<file path="src/hdl/sspc_pkg.sv">
package sspc_pkg;

  // angle limits in degrees
  localparam logic [7:0] LimitHigh = 8'd180;
  localparam logic [7:0] LimitLow  = 8'd25;

  // control phase codes as seen on control_phase_o
  localparam logic [1:0] PhaseWait    = 2'd0;
  localparam logic [1:0] PhaseToEnd   = 2'd1;
  localparam logic [1:0] PhaseToLimit = 2'd2;

  // configuration register indexes
  localparam logic [1:0] RegEndPosition = 2'd0;
  localparam logic [1:0] RegReversed    = 2'd1;
  localparam logic [1:0] RegStepDelay   = 2'd2;
  localparam logic [1:0] RegAuxMode     = 2'd3;

  // aux pin modes
  localparam logic [1:0] AuxOff     = 2'd0;
  localparam logic [1:0] AuxNormal  = 2'd1;
  localparam logic [1:0] AuxInverse = 2'd2;
  // stray mode, leaves the pin alone like off
  localparam logic [1:0] AuxStray   = 2'd3;

endpackage

</file>
<file path="src/hdl/servo_slew_position_controller_top.sv">
// channel   | handshake                 | payload
// ----------+---------------------------+----------------------------------------------
// input     | in_valid_i / in_ready_o   | function_on_i
// result    | out_valid_o / out_ready_i | servo_position_o, aux_pin_o, control_phase_o
// config    | cfg_we_i (no wait)        | cfg_idx_i, cfg_wdata_i
//
// one tick beat per cycle while in_ready_o; its result shows in the next cycle
// the state registers double as the result register, so the logic between
//   them is one 8-bit increment, four 8-bit compares and a +/-1 step
// in_ready_o stays high while the result register is empty or being taken
// reset: phase waiting, position 25, aux pin low, last level low, registers at
//   their reset values, no result beat pending
module servo_slew_position_controller_top (
  input  logic       clk_i,
  input  logic       rst_ni,
  // tick channel
  input  logic       in_valid_i,
  output logic       in_ready_o,
  input  logic       function_on_i,
  // result channel
  output logic       out_valid_o,
  input  logic       out_ready_i,
  output logic [7:0] servo_position_o,
  output logic       aux_pin_o,
  output logic [1:0] control_phase_o,
  // configuration write port
  input  logic       cfg_we_i,
  input  logic [1:0] cfg_idx_i,
  input  logic [7:0] cfg_wdata_i
);

  typedef enum logic [1:0] {
    StWait    = sspc_pkg::PhaseWait,
    StToEnd   = sspc_pkg::PhaseToEnd,
    StToLimit = sspc_pkg::PhaseToLimit
  } phase_e;

  // configuration registers
  logic [7:0] end_pos_q;
  logic       reversed_q;
  logic [7:0] step_delay_q;
  logic [1:0] aux_mode_q;

  // controller state, also the result register
  phase_e     phase_q, phase_d;
  logic [7:0] pos_q, pos_d;
  logic       last_level_q, last_level_d;
  logic [7:0] elapsed_q, elapsed_d;
  logic       aux_q, aux_d;
  logic       out_valid_q;

  logic       accept;
  logic [7:0] limit_pos;
  logic [7:0] target;
  logic [7:0] elapsed_inc;
  logic       step_now;

  // result register empty or drained this cycle
  assign in_ready_o = !out_valid_q || out_ready_i;
  assign accept     = in_valid_i && in_ready_o;

  always_ff @(posedge clk_i or negedge rst_ni) begin
    if (!rst_ni) begin
      end_pos_q    <= sspc_pkg::LimitLow;
      reversed_q   <= 1'b0;
      step_delay_q <= 8'd0;
      aux_mode_q   <= sspc_pkg::AuxOff;
    end else if (cfg_we_i) begin
      case (cfg_idx_i)
        sspc_pkg::RegEndPosition: end_pos_q    <= cfg_wdata_i;
        sspc_pkg::RegReversed:    reversed_q   <= cfg_wdata_i[0];
        sspc_pkg::RegStepDelay:   step_delay_q <= cfg_wdata_i;
        sspc_pkg::RegAuxMode:     aux_mode_q   <= cfg_wdata_i[1:0];
        default: ;
      endcase
    end
  end

  assign limit_pos   = reversed_q ? sspc_pkg::LimitHigh : sspc_pkg::LimitLow;
  assign target      = (phase_q == StToEnd) ? end_pos_q : limit_pos;
  // saturating tick count inside the delay interval
  assign elapsed_inc = (elapsed_q == 8'hFF) ? elapsed_q : elapsed_q + 8'd1;
  assign step_now    = (elapsed_inc >= step_delay_q);

  always_comb begin
    phase_d      = phase_q;
    pos_d        = pos_q;
    last_level_d = last_level_q;
    elapsed_d    = elapsed_q;
    aux_d        = aux_q;
    case (phase_q)
      StToEnd, StToLimit: begin
        elapsed_d = elapsed_inc;
        if (step_now) begin
          elapsed_d = 8'd0;
          if (pos_q < target) begin
            pos_d = pos_q + 8'd1;
          end else if (pos_q > target) begin
            pos_d = pos_q - 8'd1;
          end else begin
            // target reached: move ends, aux pin follows mode
            phase_d = StWait;
            if (aux_mode_q == sspc_pkg::AuxNormal) begin
              aux_d = (phase_q == StToEnd);
            end else if (aux_mode_q == sspc_pkg::AuxInverse) begin
              aux_d = (phase_q == StToLimit);
            end
          end
        end
      end
      default: begin
        // waiting: an edge of the switch level starts a move
        phase_d = StWait;
        if (function_on_i != last_level_q) begin
          phase_d      = function_on_i ? StToEnd : StToLimit;
          elapsed_d    = 8'd0;
          last_level_d = function_on_i;
        end
      end
    endcase
  end

  always_ff @(posedge clk_i or negedge rst_ni) begin
    if (!rst_ni) begin
      phase_q      <= StWait;
      pos_q        <= sspc_pkg::LimitLow;
      last_level_q <= 1'b0;
      elapsed_q    <= 8'd0;
      aux_q        <= 1'b0;
      out_valid_q  <= 1'b0;
    end else begin
      if (accept) begin
        phase_q      <= phase_d;
        pos_q        <= pos_d;
        last_level_q <= last_level_d;
        elapsed_q    <= elapsed_d;
        aux_q        <= aux_d;
        out_valid_q  <= 1'b1;
      end else if (out_ready_i) begin
        out_valid_q  <= 1'b0;
      end
    end
  end

  assign out_valid_o      = out_valid_q;
  assign servo_position_o = pos_q;
  assign aux_pin_o        = aux_q;
  assign control_phase_o  = phase_q;

endmodule

</file>
<file path="config.mk">
export PLATFORM = sky130hd
export DESIGN_NAME = servo_slew_position_controller_top
export DESIGN_NICKNAME = d
export VERILOG_FILES = /design/src/hdl/sspc_pkg.sv /design/src/hdl/servo_slew_position_controller_top.sv
export SDC_FILE = /design/constraint.sdc
export NUM_CORES = 1
export LEC_CHECK = 0
export BUFFER_PORTS_ARGS = -buffer_cell sky130_fd_sc_hd__buf_2
export CORE_MARGIN = 1.5
export CORE_UTILIZATION = 35
export CTS_CLUSTER_SIZE = 20
export DETAILED_ROUTE_END_ITERATION = 12
export RECOVER_POWER = 100
export SLEW_MARGIN = 20
export SYNTH_ARGS = -nofsm -noshare
export SYNTH_HDL_FRONTEND = slang
export SYNTH_SLANG_ARGS = --single-unit
</file>
<file path="constraint.sdc">
create_clock -name clk_i -period 10.5 [get_ports clk_i]
set_clock_uncertainty 0.05 [all_clocks]
set_input_delay 0.525 -clock clk_i [delete_from_list [all_inputs] [get_ports clk_i]]
set_output_delay 0.525 -clock clk_i [all_outputs]
set_load 0.02 [all_outputs]
</file>
==> flow_summary.yaml <==
critical_path:
  reg2reg_to: "elapsed_q[0]"
  cp_common_cell: "ha_1"
  slowest_stage: "nor3_1"
  critPathTopFamily: "simple AND/OR/NAND/NOR gates"
  start_kind: "flop"
  cp-startpoint: "elapsed_q[0]"
  r2r-start: "elapsed_q[0]"
  crit_chain: "ha_1 > and3_1 > and2_0 > nand2_1 > xnor2_1 > ha_1 > nand2b_1 > a2111oi_0 > o31ai_1 > nor3_1 > nand3_1 > a31oi_1"
  rrSetupSlack_ns: 6.20
  crit_required_ns: 10.66
  cp_num_buf_inv: 0
  slowest_delay_ns: 1.12
  path_class: "reg -> reg"
  critPathMaxFanout: 14
  reg2reg_depth: 12
  worstPathArrival_ns: 4.45
  endpoint_kind: "flop"
  endpoint: "elapsed_q[0]"
  crit_cells: 12
routing:
  drcViolationCount: 0
  ant_nets: 0
  wl_per_cell_um: 13.3
  drtPass1Iterations: 4
  wl_mm: 5.06
  vias: 1895
  drt_iter0_markers: 69
  via_per_inst: 4.97
clocking:
  clk_path_buf_depth: 2
  insertion_delay_ns: 0.30
  cts_tree: "yes"
  ctsResizeCount: 0
  cts_root_buf: "clkbuf_8"
  cts_buffers: 5
  cts_max_level: 2
  cts_hold_buf: 0
  postCtsSetupBuffers: 0
  clkTransAtPathRegs_ns: 0.07
  clock_sinks: 40
timing:
  finalCritPeriodShare_pct: 40.9
  holdWs_ns: 0.391
  post-route-min-period_ns: 4.30
  hold_viol: 0
  final_max_slew_viol_count: 41
  worst_pin_slew_ns: 2.17
  rsz0062_at_grt: "no"
  slew_headroom_pct: -44.9
  fmax_ghz: 0.233
  tns_ns: 0
  finalSetupViolCount: 0
final_layout:
  nNetsFinal: 327
  mostFrequentLayoutCell: "dfrtp_1"
  syn2layout_area_growth_pct: 10.1
  drive_gt1_share_pct: 17.7
  final_cell_mix: "dfrtp_1, ha_1, nand2_1, a21oi_1, mux2_2"
  antenna_cells: 0
power_and_ir_drop:
  ir_drop_v: 0.0000593
  powerDensity_mw_per_mm2: 172
  power_leakage_nw: 1.30
yosys:
  synth.distinct_cells: 42
  netlist_area_sq_mm: 0.00258
  yosysSeqAreaShare_pct: 39.1
  synth_seq_cells: 40
  ys.flop_type: "dfrtp_1"
  synth.avg_cell_area_sq_um: 10.3
  synth_edf_count: 0
  synthCells: 251
  synth_fp_nets: 297
  async_flop_share_pct: 100
  yosys_warnings: 0
place:
  globalplace.congestion: 0.807
  place_hpwl_mm: 3.90
  io_buffers: 28
grt:
  grt_first_pass_wirelength_mm: 8.65
  grt_pass1_vias: 1893
  antenna_found_initial: 1
  grt_overflow_total: 0
  gr-usage-all-layers_pct: 14.2
  grt_start_max_net_pins: 41
floorplan:
  die_area_sq_mm: 0.00788
  start_util_pct: 35.9
  pin_count: 29
  num_rows: 31
  core_area_sq_mm: 0.00718
  die-height_um: 88.8
  die_w_um: 88.8
worst_hold_path:
  holdCritPathClass: "in -> reg"
outcome:
  status: "complete, but fails checks"
  violations: "capacitance limit, slew limit"
flow_run:
  maxCapViolCount: 1
power breakdown:
group | total [mW] | switching, mW | leakage (nW) | internal [mW]
registers | 0.208 | 0.0252 | 0.494 | 0.183
logic | 0.171 | 0.0951 | 0.763 | 0.0754
clock network | 0.110 | 0.0565 | 0.0434 | 0.0532
layer usage:
layer | vias to the layer above | track usage, % | share of wire (%)
li1 | 949 | - | -
met1 | 913 | 17.2 | 46
met2 | 29 | 25.2 | 49
met3 | 4 | 4.38 | 4.1
met4 | 0 | 2.27 | 0.53
met5 | - | 0 | 0
stage by stage:
step / setup WS, ns / std cells / instance area (sq um) / util, % / total power [mW]
2_1_floorplan: 6.93 / 251 / 2580 / - / 0.364
3_3_place_gp: 6.89 / 373 / 2810 / 39.2 / 0.404
3_5_place_dp: 6.83 / 373 / 2810 / 39.2 / 0.410
4_1_cts: 6.81 / 381 / 2910 / 40.6 / 0.523
5_1_grt: 5.79 / 381 / 2840 / 39.5 / 0.532
6_report: 6.20 / 381 / 2840 / 39.5 / 0.488
cell families (layout without fill, tap and decap cells):
kind of cell | Yosys count | after routing | share of synthesized area [%]
DFF | 40 | 40 | 39.1
AOI/OAI and AO/OA | 60 | 60 | 15.7
and+or+nand+nor | 66 | 66 | 13.0
xor gates and xnor gates | 9 | 9 | 3.06
buffers and inverters | 21 | 52 | 3.40
muxes | 25 | 25 | 10.8
adders and majority gates | 30 | 30 | 14.9
synthesized netlist by cell type (all sizes together) (6+ instances only):
master  count  area [sq um]
a31oi       6          37.5
a21oi      25           125
mux2       23           259
nor2       12          45.0
nand3       7          35.0
ha         29           363
dfstp       6           158
o21ai      10          50.1
dfrtp      34           851
nand2      25          93.8
inv        16          60.1
xnor2       7          61.3
area by class of cell:
cell class	instances	area, sq um
Inverter	16	60.1
Multi-Input combinational cell	190	1420
Clock buffer	6	82.6
Timing Repair Buffer	28	123
Tap cell	99	124
Sequential cell	40	1010
Fill cell	733	4340
Clock inverter	2	15.0
worst min path at each step:
| stage | start | endpoint | slack, ns | cells past startpoint |
|---|---|---|---|---|
| floorplan | rst_ni | aux_mode_q[0] | 0.18 | 0 |
| global placement | aux_pin_o | aux_pin_o | 0.44 | 2 |
| detailed placement | aux_pin_o | aux_pin_o | 0.44 | 2 |
| CTS | rst_ni | step_delay_q[4] | 0.34 | 1 |
| global route | in_valid_i | out_valid_o | 0.39 | 2 |
| finish | in_valid_i | out_valid_o | 0.39 | 2 |
state kept, by name, indices dropped and copies added (netlist names):
| register | count |
|---|---|
| out_valid_o | 1 |
| end_pos_q | 8 |
| servo_position_o | 8 |
| control_phase_o | 2 |
| aux_pin_o | 1 |
| step_delay_q | 8 |
| reversed_q | 1 |
| aux_mode_q | 2 |
| elapsed_q | 8 |
| last_level_q | 1 |
worst register-to-register path: stages (launching register included):
cell and delay [ns]:
dfrtp_1 0.44, ha_1 0.26, and3_1 0.23, and2_0 0.22, nand2_1 0.20, xnor2_1 0.23
ha_1 0.26, nand2b_1 0.15, a2111oi_0 0.42, o31ai_1 0.20, nor3_1 1.12, nand3_1 0.19
a31oi_1 0.25
No activity file was read; power rests on OpenSTA's default activity.
